## src/design/irot_pkg.sv

```systemverilog
`default_nettype none

package irot_pkg;

   localparam int MAX_WIDTH  = 256;
   localparam int MAX_HEIGHT = 256;

   localparam int COL_BITS  = (MAX_WIDTH > 1) ? $clog2(MAX_WIDTH) : 1;
   localparam int ROW_BITS  = (MAX_HEIGHT > 1) ? $clog2(MAX_HEIGHT) : 1;
   localparam int ADDR_BITS = ROW_BITS + COL_BITS;
   localparam int DEPTH     = 1 << ADDR_BITS;

   localparam int CHAN_BITS = 16;
   localparam int PIX_BITS  = 3 * CHAN_BITS;
   localparam int SIZE_BITS = 9;

   // Width used for position compares, wide enough for any counter + 1 and any size.
   localparam int EXT_BITS = ((COL_BITS > ROW_BITS ? COL_BITS : ROW_BITS) > SIZE_BITS ?
                              (COL_BITS > ROW_BITS ? COL_BITS : ROW_BITS) : SIZE_BITS) + 1;

   localparam int CSR_INDEX_BITS = 2;
   localparam logic [CSR_INDEX_BITS-1:0] CSR_IMAGE_WIDTH  = 2'd0;
   localparam logic [CSR_INDEX_BITS-1:0] CSR_IMAGE_HEIGHT = 2'd1;
   localparam logic [CSR_INDEX_BITS-1:0] CSR_ROTATE_RIGHT = 2'd2;

   localparam logic OP_LOAD = 1'b0;
   localparam logic OP_READ = 1'b1;

   typedef struct packed {
      logic                 write_en;
      logic                 read_en;
      logic [ADDR_BITS-1:0] addr;
      logic                 last;
   } mem_cmd_type;

   // A size of zero counts as one, a size above the maximum as the maximum.
   function automatic logic [EXT_BITS-1:0] clamp_size(input logic [SIZE_BITS-1:0] value,
                                                      input int max_size);
      logic [EXT_BITS-1:0] result;
      result = EXT_BITS'(value);
      if (value == '0) begin
         result = EXT_BITS'(1);
      end else if (32'(value) > max_size) begin
         result = EXT_BITS'(max_size);
      end
      return result;
   endfunction

endpackage

`default_nettype wire

```

## src/design/irot_addr_gen.sv

```systemverilog
`default_nettype none

module irot_addr_gen (
   input  wire logic                             clock,
   input  wire logic                             reset,
   input  wire logic                             accept,
   input  wire logic                             operation,
   input  wire logic                             restart,
   input  wire logic [irot_pkg::EXT_BITS-1:0]    eff_width,
   input  wire logic [irot_pkg::EXT_BITS-1:0]    eff_height,
   input  wire logic                             rotate_right,
   output irot_pkg::mem_cmd_type                 cmd,
   output logic                                  frame_full
);

   localparam int CB = irot_pkg::COL_BITS;
   localparam int RB = irot_pkg::ROW_BITS;
   localparam int EB = irot_pkg::EXT_BITS;

   logic [CB-1:0] load_col_ff, load_col_in;
   logic [RB-1:0] load_row_ff, load_row_in;
   // Readout rows walk source columns and readout columns walk source rows.
   logic [CB-1:0] emit_row_ff, emit_row_in;
   logic [RB-1:0] emit_col_ff, emit_col_in;
   logic          frame_full_ff, frame_full_in;

   logic [EB-1:0] load_col_next, load_row_next, emit_row_next, emit_col_next;
   logic [RB-1:0] src_row;
   logic [CB-1:0] src_col;
   logic          emit_last;

   always_comb begin
      load_col_next = EB'(load_col_ff) + EB'(1);
      load_row_next = EB'(load_row_ff) + EB'(1);
      emit_row_next = EB'(emit_row_ff) + EB'(1);
      emit_col_next = EB'(emit_col_ff) + EB'(1);
      emit_last     = (emit_row_next >= eff_width) && (emit_col_next >= eff_height);
      if (rotate_right) begin
         src_row = RB'(eff_height - EB'(1) - EB'(emit_col_ff));
         src_col = emit_row_ff;
      end else begin
         src_row = emit_col_ff;
         src_col = CB'(eff_width - EB'(1) - EB'(emit_row_ff));
      end
   end

   always_comb begin
      load_col_in   = load_col_ff;
      load_row_in   = load_row_ff;
      emit_row_in   = emit_row_ff;
      emit_col_in   = emit_col_ff;
      frame_full_in = frame_full_ff;
      cmd           = '0;

      if (restart) begin
         load_col_in   = '0;
         load_row_in   = '0;
         emit_row_in   = '0;
         emit_col_in   = '0;
         frame_full_in = 1'b0;
      end else if (accept && operation == irot_pkg::OP_LOAD && !frame_full_ff) begin
         cmd.write_en = 1'b1;
         cmd.addr     = {load_row_ff, load_col_ff};
         if (load_col_next >= eff_width) begin
            load_col_in = '0;
            if (load_row_next >= eff_height) begin
               load_row_in   = '0;
               frame_full_in = 1'b1;
               emit_row_in   = '0;
               emit_col_in   = '0;
            end else begin
               load_row_in = RB'(load_row_next);
            end
         end else begin
            load_col_in = CB'(load_col_next);
         end
      end else if (accept && operation == irot_pkg::OP_READ && frame_full_ff) begin
         cmd.read_en = 1'b1;
         cmd.addr    = {src_row, src_col};
         cmd.last    = emit_last;
         if (emit_last) begin
            load_col_in   = '0;
            load_row_in   = '0;
            emit_row_in   = '0;
            emit_col_in   = '0;
            frame_full_in = 1'b0;
         end else if (emit_col_next >= eff_height) begin
            emit_col_in = '0;
            emit_row_in = CB'(emit_row_next);
         end else begin
            emit_col_in = RB'(emit_col_next);
         end
      end
   end

   always_ff @(posedge clock) begin
      if (reset) begin
         load_col_ff   <= '0;
         load_row_ff   <= '0;
         emit_row_ff   <= '0;
         emit_col_ff   <= '0;
         frame_full_ff <= 1'b0;
      end else begin
         load_col_ff   <= load_col_in;
         load_row_ff   <= load_row_in;
         emit_row_ff   <= emit_row_in;
         emit_col_ff   <= emit_col_in;
         frame_full_ff <= frame_full_in;
      end
   end

   assign frame_full = frame_full_ff;

endmodule

`default_nettype wire

```

## config.mk

```make
export PLATFORM = sky130hd
export DESIGN_NAME = irot_addr_gen
export DESIGN_NICKNAME = d
export VERILOG_FILES = /design/src/design/irot_pkg.sv /design/src/design/irot_addr_gen.sv
export SDC_FILE = /design/constraint.sdc
export NUM_CORES = 1
export LEC_CHECK = 0
export ABC_AREA = 1
export BUFFER_PORTS_ARGS = -buffer_cell sky130_fd_sc_hd__buf_4
export CAP_MARGIN = 25
export CORE_UTILIZATION = 36
export DETAILED_ROUTE_END_ITERATION = 8
export HOLD_SLACK_MARGIN = 0.15
export SYNTH_ARGS = -nofsm -noshare
export SYNTH_HDL_FRONTEND = slang
export SYNTH_SLANG_ARGS = --single-unit
```

## constraint.sdc

```tcl
create_clock -name clock -period 3.1 [get_ports clock]
set_input_delay 0.31 -clock clock [delete_from_list [all_inputs] [get_ports clock]]
set_output_delay 0.31 -clock clock [all_outputs]
set_load 0.005 [all_outputs]
```

Word level (Yosys, flattened, before mapping)
Cells that the tools add are included.

word-level totals
  register bits after elaboration = 33
  output and inout port bits = 20
  input bits = 26
  logic and storage cells = 65

operators by class
  mux-type cells = 30
  bitwise operators = 1
  equal/unequal tests = 2
  order comparisons = 4
  $add $sub $neg = 8
  reduce and logical (&&, ||, !) cells = 15

operator list
  operator               count
  $mux W8                19
  $ge A9 B10 Y1          4
  $add A8 B1 Y9 const B  4
  $mux W19               1
  $mux W18               1
  $mux W16               1
  $sub A8 B1 Y8 const B  2
  $sub A8 B8 Y8          2
  $mux W1                8
  $reduce_and A4 Y1      2
  $reduce_and A3 Y1      2
  $logic_and A1 B1 Y1    5
  $ne A2 B1 Y1 const B   2
  $reduce_bool A2 Y1     2
  $reduce_bool A3 Y1     1
  $reduce_and A2 Y1      1
  $reduce_or A2 Y1       1
  $logic_not A1 Y1       1
  $not A1 Y1             1

Longest topological paths before layout
  depth after elaboration = 6
  gate-level depth with buffers = 20
  mapped depth without buffers = 20

Worst setup path before layout
Ideal clock, no wire load.

  kind = reg2reg
  start = reg load_col_ff[0]
  end = reg emit_col_ff[1]
  period minus slack after synthesis = 2.480 ns
  cell stages (with the launch flop) = 18
  slack = 0.620 ns
  arrival time = 2.370 ns
  library setup time = 0.110 ns
  buffers on the path = 1
  data required time = 2.990 ns
  path through = dfxtp_1 -> inv_1 -> nor3_1 -> nand3_1 -> nor2_1 -> nand2_1 -> xor2_1 -> ha_1 -> nand2_1 -> nor2_1 -> nand3_1 -> nand4_1 -> nor2_4 -> buf_6 -> nor2_1 -> nand3_1 -> nand2_1 -> nor2_1

on the way
  cells in the longest elaborated chain, start to end = 4

ends and longest elaborated chain
  element                             RTL line              RTL
  start: declaration                  irot_addr_gen.sv:20   logic [CB-1:0] load_col_ff, load_col_in;
  start signal: assignment            irot_addr_gen.sv:104  load_col_ff <= load_col_in;
  $add A8 B1 Y9                       irot_addr_gen.sv:33   load_col_next = EB'(load_col_ff) + EB'(1);
  $ge A9 B10 Y1                       irot_addr_gen.sv:64   if (load_col_next >= eff_width) begin
  $ne A2 B1 Y1 (no source line)       -
  $reduce_and A3 Y1 (no source line)  -
  end signal: assignment              irot_addr_gen.sv:107  emit_col_ff <= emit_col_in;
  end: declaration                    irot_addr_gen.sv:24   logic [RB-1:0] emit_col_ff, emit_col_in;

Every way passes these cells.
A chain may end at the register's enable or synchronous reset.

==> metrics.txt <==
port bufs=45; met2 wire length=5.37 mm; drt drc=0; Multi-input gate area=2890 sq um; largest cells by area after synthesis=nand2_1, ha_1, dfxtp_1; fin crit period=2850 ps; Comb power frac=28.2%; placer congestion estimate=0.925; first-pass GRT wire length=18.4 mm; wire length on met3=478 um; leak pwr=0.00243 uW; sequential fraction of the synthesis area=16.8%; Boundary Pins=46; largest net degree at the start of global routing=18; Congestion Overflow GR=0; Flop pwr share=41.0%; hold path startpoint=reset; Longest Clk Path Bufs=2; Worst R2R Path Depth=16; routed len/inst=13.5 um; Switching Share=34.0%; max incr delay on CP=360 ps; initial core utilization=37.7%; Post-synth EDFFs=0; chip width=107 um; worst path cell trace=inv_1, nor3_4, nand4_1, xor2_1, ha_1, nand2_1, nor2_1, nand4_1, nand3_4, nand2_4, nor3_1, buf_4; FMAX=351 MHz; dominant synthesized flop cell=dfxtp_1; core area=10500 sq um; die height=107 um; total of max-cap violations=0; Gate Count Post-Synth=653; Hold Path Sink=load_row_ff[0]; synthesis-stage register bit count=33; post-route ant nets=0; post-synth top area share=18.0%; CTS tree=done; H-tree levels=2; final-report max-slew violation count=0; internal power=700 uW; Crit path max-delay family=simple AND/OR/NAND/NOR gates; period utilization=92.0%; Setup Viol. Count Final=0; worst min path class=input pin to flip-flop; die area=11400 sq um; layout cell share with drive strength beyond 1=13.1%; Worst Tran Pin Value=618 ps; final wirelength=11.4 mm; skew final=7.09 ps; clock slew at reported path FFs=80 ps; Startpoint Class=flip-flop; vias per cell=4.93; # fillers=1161; root buffer cell=clkbuf_8; most common cell in the netlist=nand2_1; Layout area overhead=17.9%; clock share of power=30.8%; Fin. Hold Viols=0; Hold Crit Depth=4; Post-Place Worst Slack=-64.4 ps; VDD IR max=0.000131 V; WP data required=2790 ps; outcome=finished, final reports clean; final core utilization=44.4%; PD cells=228 nW/um^2; library cells used by synthesis=35; n_diodes=0; Post-DP HPWL=9.43 mm; Clock Sinks=33; cts hold-fix bufs=0; fin nets=789; Buffers & Inverters on Critical Path=2; Metal-1 WL=5.16 mm; crit path max-delay cell type=dfxtp_1; Yosys top cell by area=nand2_1; initial detailed-routing violation count=161; Highest Signal Layer=met4; Register Area=666 sq um; CP most frequent cell=nand4_1; synth cell count leaders=nand2_1, inv_1, nor2_1; worst rel slew slack=58.6%; GRT Overall Usage=20.5%; Num CTS Buffers=5; vias in the first global route=3910; First-pass DRT Iterations=5; R2R Path Start=load_row_ff[1]; reg-to-reg critical path endpoint=emit_row_ff[0]; CP Capture Type=primary output; Synthesized Nets=735; worst skew pair latency=290 ps; FF-to-FF setup slack=310 ps; antenna violations before repair=0; async set-reset flop share out of synthesis=0%; via count=4161; Core Rows=37; CP Data Arrival Time=2540 ps; Crit Path Class=flip-flop to primary output; NetSw=361 uW; PnR Total Power=1060 uW; Syn Area/Cell=6.03 sq um; mapped cell area=3940 sq um; setup tns final=0 ps; Ys Warns=0; worst hold margin=409 ps; worst-path maximum fanout=9; min setup slack post-route=247 ps
==> layout make-up <==
class / instances / share of cell area, %
repair buffers: 58 / 9.64
flip-flops and latches: 33 / 14.3
clock inverters: 2 / 0.215
inverters: 104 / 8.40
well taps: 136 / 3.66
multi-input cells: 505 / 62.2
clock buffers: 6 / 1.56
==> worst register-to-register path, cell delays in order (launching register included) <==
cell     delay (ps)
dfxtp_1         380
ha_1            210
nand3_1         170
nor3b_2         290
xor2_1          190
inv_1            80
ha_1            270
nand2_1          60
nor2_1          140
nand3_1         100
nand3_1         100
nor2_1           50
nand2_1         110
nand2_1          70
nor2_1          320
nor2_1           80
nor2_1          110
==> cells by family (layout without fill, tap and decap cells) <==
group           Yosys count  count (layout)  synth area share (%)
flops                    33              33                  16.8
simple gates            359             359                  38.6
xor+xnor                 22              22                  4.89
buf+inv                 115             170                  11.6
fa+ha+maj                56              56                  18.2
compound gates           68              68                  9.91
==> worst max path at each step <==
stage,from,to,slack (ps),cells after the start
2_1_floorplan,load_col_ff[0],emit_col_ff[1],620,17
3_3_place_gp,emit_col_ff[0],load_row_ff[5],20,15
3_5_place_dp,emit_col_ff[0],load_row_ff[6],-60,15
4_1_cts,emit_col_ff[0],load_row_ff[6],40,15
5_1_grt,load_row_ff[1],emit_row_ff[4],-20,16
6_report,emit_col_ff[2],cmd[0],250,12
==> layout by cell type, fill, tap and decap left out, types with 2 or more instances in the layout <==
cell,n
nand2_1,189
inv_1,100
nor2_1,82
nand3_1,61
buf_4,57
ha_1,53
dfxtp_1,29
a21oi_1,28
o21ai_0,20
xor2_1,17
nor2_4,6
nand4_1,6
clkbuf_8,5
inv_2,4
xnor2_1,4
dfxtp_2,4
o211ai_1,3
nor3_4,3
o32ai_1,3
a31oi_1,2
a32o_1,2
o21ai_1,2
a21boi_0,2
nor2_2,2
a21o_1,2
nand2_4,2
nor3_1,2
nand2_2,2
fa_1,2
clkinv_2,2
==> state kept, by name (all words and copies together) (netlist names) <==
register	count
frame_full	1
emit_col_ff	8
load_col_ff	8
emit_row_ff	8
load_row_ff	8
==> layer usage <==
| metal | GRT usage [%] | vias up |
|---|---|---|
| met5 | 0 | - |
| li1 | - | 2184 |
| met4 | 7.73 | 0 |
| met1 | 25.6 | 1846 |
| met3 | 2.25 | 24 |
| met2 | 36.1 | 107 |
==> stage by stage <==
| step | instance area [sq um] | instances |
|---|---|---|
| finish | 4650 | 844 |
| CTS | 4550 | 841 |
| detailed placement | 4460 | 833 |
| floorplan | 3940 | 653 |
| global placement | 4460 | 833 |
| global route | 4650 | 844 |
==> power by group through the flow <==
stage	registers, uW	clock network [uW]	logic [uW]
final	436	327	299
after detailed placement	445	0	290
after floorplan	444	0	200
after CTS	435	334	292
after global placement	445	0	285
after global routing	436	356	340
==> timing repair <==
item                                    CTS  global route
setup buffers                             0             3
cloned                                    0             0
endpoints found under the setup margin    9            29
pin swaps                                 0             4
gates resized for setup                   2            16
Power figures use the tool's default switching activity.
