**config.mk**
```make
export PLATFORM = sky130hd
export DESIGN_NAME = irot_ram
export DESIGN_NICKNAME = d
export VERILOG_FILES = /design/src/design/irot_ram.sv
export SDC_FILE = /design/constraint.sdc
export NUM_CORES = 1
export LEC_CHECK = 0
export ABC_AREA = 1
export BUFFER_PORTS_ARGS = -buffer_cell sky130_fd_sc_hd__buf_2
export CORE_UTILIZATION = 50
export DETAILED_ROUTE_END_ITERATION = 16
export PLACE_DENSITY = 0.66
export SLEW_MARGIN = 20
export SYNTH_ARGS = -nofsm -noshare
export SYNTH_HDL_FRONTEND = slang
export SYNTH_SLANG_ARGS = --single-unit
export TNS_END_PERCENT = 1
```
**constraint.sdc**
```tcl
create_clock -name clock -period 1.55 [get_ports clock]
set_input_delay 0.0775 -clock clock [delete_from_list [all_inputs] [get_ports clock]]
set_output_delay 0.0775 -clock clock [all_outputs]
set_load 0.05 [all_outputs]
```
**src/design/irot_ram.sv**
```systemverilog
`default_nettype none

module irot_ram #(
   parameter int WIDTH = 8,
   parameter int DEPTH = 16
) (
   input  wire logic                     clock,
   input  wire logic                     write_en,
   input  wire logic                     read_en,
   input  wire logic [$clog2(DEPTH)-1:0] addr,
   input  wire logic [WIDTH-1:0]         write_data,
   output logic      [WIDTH-1:0]         read_data
);

   logic [WIDTH-1:0] mem [DEPTH];
   logic [WIDTH-1:0] read_data_ff;

   always_ff @(posedge clock) begin
      if (write_en) begin
         mem[addr] <= write_data;
      end
      if (read_en) begin
         read_data_ff <= mem[addr];
      end
   end

   assign read_data = read_data_ff;

endmodule

`default_nettype wire

```
; After elaboration in Yosys (flattened, before gate mapping)
; Memory sizes are Yosys's and may differ from the RTL's. A register that Yosys moved wholly into a read port is not among the register bits.
; Index checks and enable logic that the tools add are counted.
[totals]
input_bits = 15
reg_bits = 0
ramBits = 128
out_inout_bits = 8
mem_count = 1
wordCells = 3
[memory_table]
columns = name, depth, word_bits, rd, rd_ports_with_merged_regs, write_ports, line_no
row1 = mem, 16, 8, 1, 1, 1, 15  ; logic [WIDTH-1:0] mem [DEPTH];
[op_classes]
n_mux = 2
[ops]
columns = cell, n
row1 = $mux W1, 2

; Depth between registers and ports, before layout
; Gate-level depths: netlist of run 1.
[depth]
ltp_word = 2
mapped_depth = 11
ltp_nobuf = 9

; Worst setup path after synthesis of run 1
; No wires, ideal clock.
[synth_timing]
kind = input port to flip-flop
startpoint = in addr[1]
endpoint = mem mem[3][0] (enable)
path_slack_ns = 0.095
required_time_ns = 1.180
setup_ns = 0.370
t_arrival_ns = 1.084
path_stages = 4
n_path_buf = 2
path_cell_list = buf_2 > clkbuf_1 > nand3_1 > nor2_1
[synth_rtl]
columns = item, line_no
row1 = "start, declared", 10  ; input wire logic [$clog2(DEPTH)-1:0] addr,
row2 = "end, declared", 15
; No word-level cell before the write port.

==> impl_metrics.py, run 1 <==
metrics = {
    "status": {
        "status": "complete, no violations",
    },
    "placement": {
        "hpwl_mm": 7.969,
        "gp_congestion": 0.9721,
        "port_buffers": 22,
        "post-place-ws_ns": 0.1695,
        "post_dp_cell_area_um2": 6070,
        "dpl.cell_count": 716,
    },
    "logic_synthesis": {
        "synth_fp_nets": 563,
        "avgSynthCellArea_um2": 10.35,
        "synth_cell_types": 10,
        "ys_seq_area_frac": 0.7199,
        "syn-cell-area_um2": 5673,
        "yosysTopAreaCellShare": 0.7199,
        "yosys.area.top_type": "edfxtp_1",
        "netlist_instances": 548,
        "synth_area_leaders": "edfxtp_1, nand2_1, inv_1",
        "yosysWarnings": 0,
        "ys_seq_elements": 136,
    },
    "critical_path": {
        "worst_ep_required_time_ns": 1.72,
        "arrival_ns": 1.29,
        "critPathLaunchType": "flip-flop",
        "r2r_setup_slack_ns": 0.44,
        "critical_path_class": "flip-flop to flip-flop",
        "endpoint_kind": "flip-flop",
        "cp_max_fo": 1,
    },
    "cells_and_area": {
        "finalNetCount": 610,
        "syn2layout_area_growth_pct": 17.03,
        "fill_cells": 920,
        "fin_cells": 747,
        "design_area_um2": 6639,
        "layout-drive-gt1-share": 0.1252,
        "final_common_cell": "nand2_1",
        "antenna_cells": 0,
        "layout_common_cells": "nand2_1, edfxtp_1, buf_4",
    },
    "timing": {
        "maxSlewViolCount": 0,
        "hold_viol": 0,
        "skew_ns": 0.007898,
        "rsz0062_at_grt": "no",
        "layout_min_cycle_time_ns": 1.113,
        "relSlewSlack": 0.7196,
        "fin_ws_ns": 0.4368,
        "tightest_slew_ns": 0.4207,
        "timing.fmax_ghz": 0.8983,
        "finalCritPeriodShare": 0.7182,
        "finalSetupViolCount": 0,
        "fin_tns_setup_ns": 0,
    },
    "clock_network": {
        "htreeDepth": 4,
        "cts_buffers": 17,
        "tritoncts": "built",
        "clkLatencyLatePin_ns": 0.42,
        "cts_sinks": 136,
        "cts_hold_buf": 0,
        "cts.path.max_buffers": 2,
        "cts.repair.resized": 0,
        "post_cts_buffers": 0,
        "cts_root_buffer": "clkbuf_16",
        "cts.reportedPaths.clkPinSlew_ns": 0.06,
    },
    "floorplanning": {
        "die_x_um": 108.5,
        "rows": 38,
        "start_util": 0.5188,
        "dieArea_um2": 11780,
        "pin_count": 23,
        "die_h_um": 108.5,
        "core_um2": 10940,
    },
    "drt": {
        "drt_iter0_markers": 340,
        "drtPass1Iterations": 5,
        "vias": 3760,
        "drc": 0,
        "antenna_left": 0,
        "wire_per_inst_um": 16.54,
        "viasPerCell": 5.033,
        "drt_wl_total_mm": 12.36,
    },
    "global_routing": {
        "grt.busiest_layer": "met2",
        "use_met1": 0.3309,
        "grt-ovfl-total": 0,
        "grt_pass1_vias": 3626,
        "grt_max_degree": 33,
        "grt_util_all_layers": 0.2339,
        "use_met3": 0.04461,
        "gr-usage-met2": 0.3544,
        "grt_pass1_wl_mm": 19.33,
        "antenna_found_initial": 0,
    },
    "flow_run": {
        "maxCapViolCount": 0,
    },
    "pwr": {
        "finalPower_mw": 8.652,
        "vdd_drop_max_v": 0.0006876,
        "leakage_nw": 2.866,
        "p_per_area_nw_per_um2": 1303,
    },
    "worst_hold_path": {
        "holdCritPathClass": "input pin to flip-flop",
    },
}
[cells in the mapped netlist (all sizes together)]
library cell / n
clkinv: 1
inv: 22
edfxtp: 136
nand3: 4
clkbuf: 3
nand2: 346
nor2: 18
buf: 18
[worst paths after layout]
path                            cells after the start      start            to
worst min-delay path                                1    read_en  read_data[0]
worst max-delay path                                8  mem[4][0]  read_data[0]
worst min register to register                      8  mem[8][2]  read_data[2]
worst max register to register                      8  mem[4][0]  read_data[0]
[report_power, final]
part           leakage [nW]  switching [mW]  internal [mW]
sequential             1.24          0.0218           4.15
combinational          1.35           0.419          0.150
clock                 0.274            1.42           2.50
total                  2.87            1.86           6.79
[state kept, by name, indices dropped and copies added, names as in the netlist]
name / cells
mem: 128
read_data: 8
[layout make-up]
class,count,area [µm²],area share
Clock inverter,10,128.9,0.01941
Tap cell,140,175.2,0.02639
Multi-Input combinational cell,368,1386,0.2088
Sequential cell,136,4084,0.6152
Timing Repair Buffer,49,337.8,0.05089
Inverter,23,86.33,0.01300
Clock buffer,21,440.4,0.06634
[stage by stage]
| step | utilization | hold slack [ns] |
|---|---|---|
| 2_1_floorplan | - | 0.1764 |
| 3_3_place_gp | 0.5550 | 0.4336 |
| 3_5_place_dp | 0.5550 | 0.4449 |
| 4_1_cts | 0.6071 | 0.004482 |
| 5_1_grt | 0.6071 | 0.01740 |
| 6_report | 0.6071 | 0.01693 |
[worst max-delay path, stage by stage, from the launching register on]
cell and delay, ns:
edfxtp_1 0.38, nand2_1 0.08, nand2_1 0.05, nand2_1 0.06, nand2_1 0.06, nand2_1 0.07, nand2_1 0.06, inv_1 0.06
nand2_1 0.05
[per-layer routing]
metal | vias up | share of wire
li1 | 1854 | -
met1 | 1768 | 0.47
met2 | 124 | 0.46
met3 | 14 | 0.055
met4 | 0 | 0.015
met5 | - | 0
[logic make-up (layout without fill, tap and decap cells)]
family / count (synthesis) / count (layout) / share of synthesized area
AND/OR/NAND/NOR: 368 / 368 / 0.2444
flip-flops: 136 / 136 / 0.7199
buffers and inverters: 44 / 103 / 0.03573
No activity file was read; power rests on OpenSTA's default activity.
==> run 2, diff against run 1 <==
- clock period: 1.55 -> 1 ns (I/O delays scaled with it)
==> run 2 against run 1 <==
The run now ends with negative setup slack left. Critical path depth did not move. Worst hold slack gained 0.053 ns. Sequential power increased by 55%. Critical path type unchanged. Largest cell class unchanged. Highest routed layer unchanged.
==> impl_metrics.py, run 2 (same netlist as run 1, synthesis figures left out) <==
metrics = {
    "status": {
        "status": "finished, violations left",
        "violations": "negative setup slack",
    },
    "cells_and_area": {
        "fin_util": 0.6283,
        "design_area_um2": 6870,
        "multiInputGateArea_um2": 1604,
        "finalNetCount": 598,
        "syn2layout_area_growth_pct": 21.11,
        "layout-drive-gt1-share": 0.1829,
        "regArea_um2": 4084,
        "layout_common_cells": "nand2_1, edfxtp_1, nand2_2, clkbuf_16, nor2_4",
        "antenna_cells": 0,
        "fill_cells": 877,
        "final_common_cell": "nand2_1",
        "largest_register": "mem",
        "largest_reg_flops": 128,
    },
    "drt": {
        "drtPass1Iterations": 5,
        "vias": 3734,
        "drt_iter0_markers": 263,
        "viasPerCell": 5.073,
        "wire_per_inst_um": 16.23,
        "drt_wl_total_mm": 11.94,
        "drc": 0,
        "antenna_left": 0,
    },
    "timing": {
        "skew_ns": 0.007233,
        "hold_viol": 0,
        "rsz0062_at_grt": "yes",
        "finalCritPeriodShare": 1.144,
        "relSlewSlack": 0.7317,
        "maxSlewViolCount": 0,
        "fin_ws_ns": -0.1440,
        "timing.fmax_ghz": 0.8741,
        "finalSetupViolCount": 14,
        "tightest_slew_ns": 0.4024,
        "fin_tns_setup_ns": -0.9511,
        "layout_min_cycle_time_ns": 1.144,
    },
    "critical_path": {
        "arrival_ns": 1.30,
        "r2r_setup_slack_ns": -0.14,
        "path_cells": "nand2_1 -> nand2_1 -> nand2_1 -> nand2_1 -> nand2_1 -> nand2_1 -> inv_1 -> nand2_2",
        "critPathMostFrequentCell": "nand2_1",
        "critical_path_class": "flip-flop to flip-flop",
        "startpoint": "mem[5][5]",
        "critPathLaunchType": "flip-flop",
        "slowest_stage": "edfxtp_1",
        "reg2reg_depth": 8,
        "endpoint_kind": "flip-flop",
        "crit_end": "read_data[5]",
        "r2r-end": "read_data[5]",
        "r2r_start": "mem[5][5]",
        "cpPeakStageDelay_ns": 0.35,
        "worst_ep_required_time_ns": 1.16,
        "cp_max_fo": 1,
    },
    "clock_network": {
        "cts_buffers": 17,
        "clkLatencyLatePin_ns": 0.41,
        "cts_sinks": 136,
        "cts_root_buffer": "clkbuf_16",
        "tritoncts": "built",
        "htreeDepth": 4,
        "cts.path.max_buffers": 2,
        "cts.reportedPaths.clkPinSlew_ns": 0.06,
    },
    "global_routing": {
        "grt_pass1_wl_mm": 18.62,
        "grt_max_degree": 42,
        "grt_pass1_vias": 3669,
        "antenna_found_initial": 0,
        "grt-ovfl-total": 0,
        "grt_util_all_layers": 0.2239,
    },
    "floorplanning": {
        "die_x_um": 108.5,
        "start_util": 0.5188,
        "core_um2": 10940,
        "pin_count": 23,
        "rows": 38,
        "dieArea_um2": 11780,
        "die_h_um": 108.5,
    },
    "placement": {
        "gp_congestion": 0.8798,
        "port_buffers": 22,
        "hpwl_mm": 7.486,
        "post_dp_cell_area_um2": 6175,
    },
    "pwr": {
        "vdd_drop_max_v": 0.001426,
        "leakage_nw": 2.851,
        "p_per_area_nw_per_um2": 1999,
    },
    "worst_hold_path": {
        "holdCritPathClass": "input pin to flip-flop",
    },
    "flow_run": {
        "maxCapViolCount": 0,
    },
}
-- run 2: cell types whose count changed in the layout (fill, tap and decap cells not counted), sizes merged --
cell / before / now
buf: 49 / 36
bufinv: 3 / 4
clkbuf: 21 / 20
clkinv: 6 / 9
clkinvlp: 2 / 0
dlygate4sd3: 0 / 1
-- run 2: stage by stage --
step                worst slack (ns)  hold WS [ns]  std cells  total power, mW
detailed placement           -0.3229        0.4010        703            7.515
floorplan                  -0.007744        0.1489        548            7.188
CTS                          -0.1782       0.06609        736            13.77
global route                 -0.2198       0.07666        736            14.11
finish                       -0.1440       0.07035        736            13.73
global placement             -0.3063        0.3861        703            7.498
-- run 2: power breakdown --
part | internal (mW) | switching (mW)
clock | 4.12 | 2.15
sequential | 6.43 | 0.0362
combinational | 0.293 | 0.710
total | 10.8 | 2.89
-- run 2: how the worst min path moves through the flow --
stage / end / cells past startpoint / slack [ns] / start
after CTS: mem[9][7] / 1 / 0.07 / write_data[7]
final: mem[9][7] / 1 / 0.07 / write_data[7]
after global routing: mem[13][6] / 1 / 0.08 / write_data[6]
after global placement: read_data[5] / 1 / 0.39 / read_en
after detailed placement: read_data[6] / 1 / 0.40 / read_en
after floorplan: mem[0][0] / 0 / 0.15 / write_data[0]
-- run 2: worst max-delay path: cells and delay by family (launching register included) --
family        cells  cell delay (ns)
buf+inv           1             0.07
flops             1             0.35
simple gates      7             0.47
-- run 2: routing by layer --
metal / routed length (µm) / GRT usage / vias up
li1: - / - / 1837
met1: 5037 / 0.2795 / 1776
met2: 6080 / 0.3793 / 101
met3: 572 / 0.05063 / 20
met4: 252 / 0.08687 / 0
met5: 0 / 0 / -
-- run 2: final cells by class --
cell class,count,area share
clock buffers,20,0.06356
multi-input cells,368,0.2335
clock inverters,12,0.02276
flip-flops and latches,136,0.5944
repair buffers,37,0.04553
well taps,140,0.02550
inverters,23,0.01475
-- run 2: timing repair --
action / in CTS / in global routing
setup endpoints to repair: 16 / 16
hold buffers: 1 / 0
buffers inserted: 0 / 0
resized for setup: 23 / 14
endpoints found under the hold margin: 8 / 0
pin swaps: 12 / 11
==> run 3, diff against run 2 <==
- PLACE_DENSITY: 0.66 -> 0.64
- clock period: 1 -> 1.35 ns (I/O delays scaled with it)
==> run 3 against run 2 <==
The flow now finishes without violations. Worst hold slack gained 0.027 ns. Cell count up 2.4%. Final area shrank 1.9%. Count of clock-buffer cells in the layout decreased by 2. Clock power fell by 22%. Non-clock buffer count grew 18. Via count increased by 4.6%. Routed wire length is 6.8% higher. Utilization is 1.2 points lower. Critical path type unchanged. Largest cell class unchanged.
==> impl_metrics.py, run 3 (same netlist as run 1, synthesis figures left out) <==
metrics = {
    "drt": {
        "wl_met3_um": 737,
        "met1_length_mm": 5.946,
        "top_layer": "met4",
        "drtPass1Iterations": 4,
        "drt_iter0_markers": 313,
        "drt_wl_total_mm": 12.76,
        "drc": 0,
        "wl_met2_mm": 5.877,
        "antenna_left": 0,
        "viasPerCell": 5.179,
        "vias": 3905,
        "wire_per_inst_um": 16.92,
    },
    "clock_network": {
        "tritoncts": "built",
        "clkLatencyLatePin_ns": 0.41,
        "cts_buffers": 17,
        "cts_sinks": 136,
        "cts.path.max_buffers": 2,
        "cts.repair.resized": 0,
        "cts_root_buffer": "clkbuf_16",
        "cts.reportedPaths.clkPinSlew_ns": 0.06,
        "htreeDepth": 4,
    },
    "pwr": {
        "leakage_nw": 2.916,
        "p_sw_mw": 2.292,
        "p_per_area_nw_per_um2": 1534,
        "seqPwrFrac": 0.463,
        "vdd_drop_max_v": 0.0006872,
        "finalPower_mw": 10.34,
        "internal-power_mw": 8.050,
        "p_sw_frac": 0.2216,
        "pwr-share-clk": 0.472,
        "combinationalPowerShare": 0.065,
    },
    "cells_and_area": {
        "final_common_cell": "nand2_1",
        "largest_reg_flops": 128,
        "antenna_cells": 0,
        "layout_common_cells": "nand2_1, edfxtp_1, buf_4",
        "layout-drive-gt1-share": 0.1384,
        "fin_cells": 754,
        "syn2layout_area_growth_pct": 18.84,
        "largest_register": "mem",
        "fill_cells": 905,
        "finalNetCount": 616,
        "design_area_um2": 6741,
        "fin_util": 0.6165,
    },
    "floorplanning": {
        "dieArea_um2": 11780,
        "pin_count": 23,
        "start_util": 0.5188,
        "rows": 38,
        "die_x_um": 108.5,
        "core_um2": 10940,
        "die_h_um": 108.5,
    },
    "critical_path": {
        "r2r_setup_slack_ns": 0.19,
        "worst-path-stages": 8,
        "critPathLaunchType": "flip-flop",
        "endpoint_kind": "flip-flop",
        "critPathTopFamily": "simple AND/OR/NAND/NOR gates",
        "arrival_ns": 1.31,
        "critical_path_class": "flip-flop to flip-flop",
        "worst_ep_required_time_ns": 1.50,
        "slowest_stage": "edfxtp_1",
        "critPathMostFrequentCell": "nand2_1",
        "path_buf_inv": 1,
        "cpPeakStageDelay_ns": 0.37,
        "path_cells": "nand2_1 -> nand2_1 -> nand2_1 -> nand2_1 -> nand2_1 -> nand2_1 -> inv_1 -> nand2_1",
        "cp_max_fo": 1,
        "reg2reg_depth": 8,
    },
    "timing": {
        "skew_ns": 0.007676,
        "hold_viol": 0,
        "rsz0062_at_grt": "no",
        "layout_min_cycle_time_ns": 1.163,
        "timing.fmax_ghz": 0.8600,
        "finalCritPeriodShare": 0.8613,
        "finalSetupViolCount": 0,
        "maxSlewViolCount": 0,
        "relSlewSlack": 0.7072,
        "tightest_slew_ns": 0.4392,
    },
    "status": {
        "status": "complete, no violations",
    },
    "placement": {
        "dpl.cell_count": 721,
        "post_dp_cell_area_um2": 6107,
        "gp_congestion": 0.9189,
        "port_buffers": 22,
        "hpwl_mm": 8.075,
    },
    "global_routing": {
        "grt_pass1_wl_mm": 19.69,
        "grt_max_degree": 33,
        "grt-ovfl-total": 0,
        "grt_pass1_vias": 3707,
        "antenna_found_initial": 0,
        "grt_util_all_layers": 0.2385,
    },
    "flow_run": {
        "maxCapViolCount": 0,
    },
    "worst_hold_path": {
        "holdCritPathClass": "input pin to flip-flop",
        "worstHoldPathCells": 1,
    },
}
[run 3: repair_timing]
action                    4_1_cts  5_1_grt
hold endpoints to repair        8        0
hold buffers                    1        0
buffers inserted                0        0
[run 3: worst reg2reg max path: cells and delay by family, from the launching register on]
family        cells  cell delay [ns]
simple gates      7             0.46
flops             1             0.37
buf+inv           1             0.06
[run 3: per-stage QoR]
stage / hold WS [ns] / setup TNS (ns) / setup slack, ns
final: 0.09691 / 0 / 0.1872
after global routing: 0.09144 / 0 / 0.1048
after CTS: 0.08788 / 0 / 0.1967
after detailed placement: 0.4262 / 0 / 0.03701
after global placement: 0.4157 / 0 / 0.07111
after floorplan: 0.1664 / -7.258 / -0.09468
[run 3: final cells by class]
cell class                 instances  area, µm²  area share
clock buffer                      18      429.2     0.06366
clock inverter                    14      195.2     0.02895
inverter                          23      86.33     0.01281
multi-input combinational        368       1386      0.2056
sequential                       136       4084      0.6058
tap                              140      175.2     0.02598
timing repair buffer              55      385.4     0.05716
[run 3: path summary, 6_finish.rpt]
kind                  end           from
max reg2reg  read_data[7]      mem[3][7]
min             mem[6][6]  write_data[6]
max          read_data[7]      mem[3][7]
min reg2reg  read_data[6]      mem[8][6]
[run 3: power by group through the flow]
stage / Clock (mW) / Sequential [mW] / Combinational, mW
after global routing: 5.11 / 4.79 / 0.747
after floorplan: 0 / 4.94 / 0.326
after global placement: 0 / 4.87 / 0.661
after detailed placement: 0 / 4.87 / 0.666
final: 4.89 / 4.78 / 0.673
after CTS: 4.95 / 4.78 / 0.676
[run 3: routing by layer]
layer	vias up	GRT usage
met5	-	0
met4	0	0.09363
met3	16	0.05124
met2	139	0.3630
met1	1880	0.3356
li1	1870	-
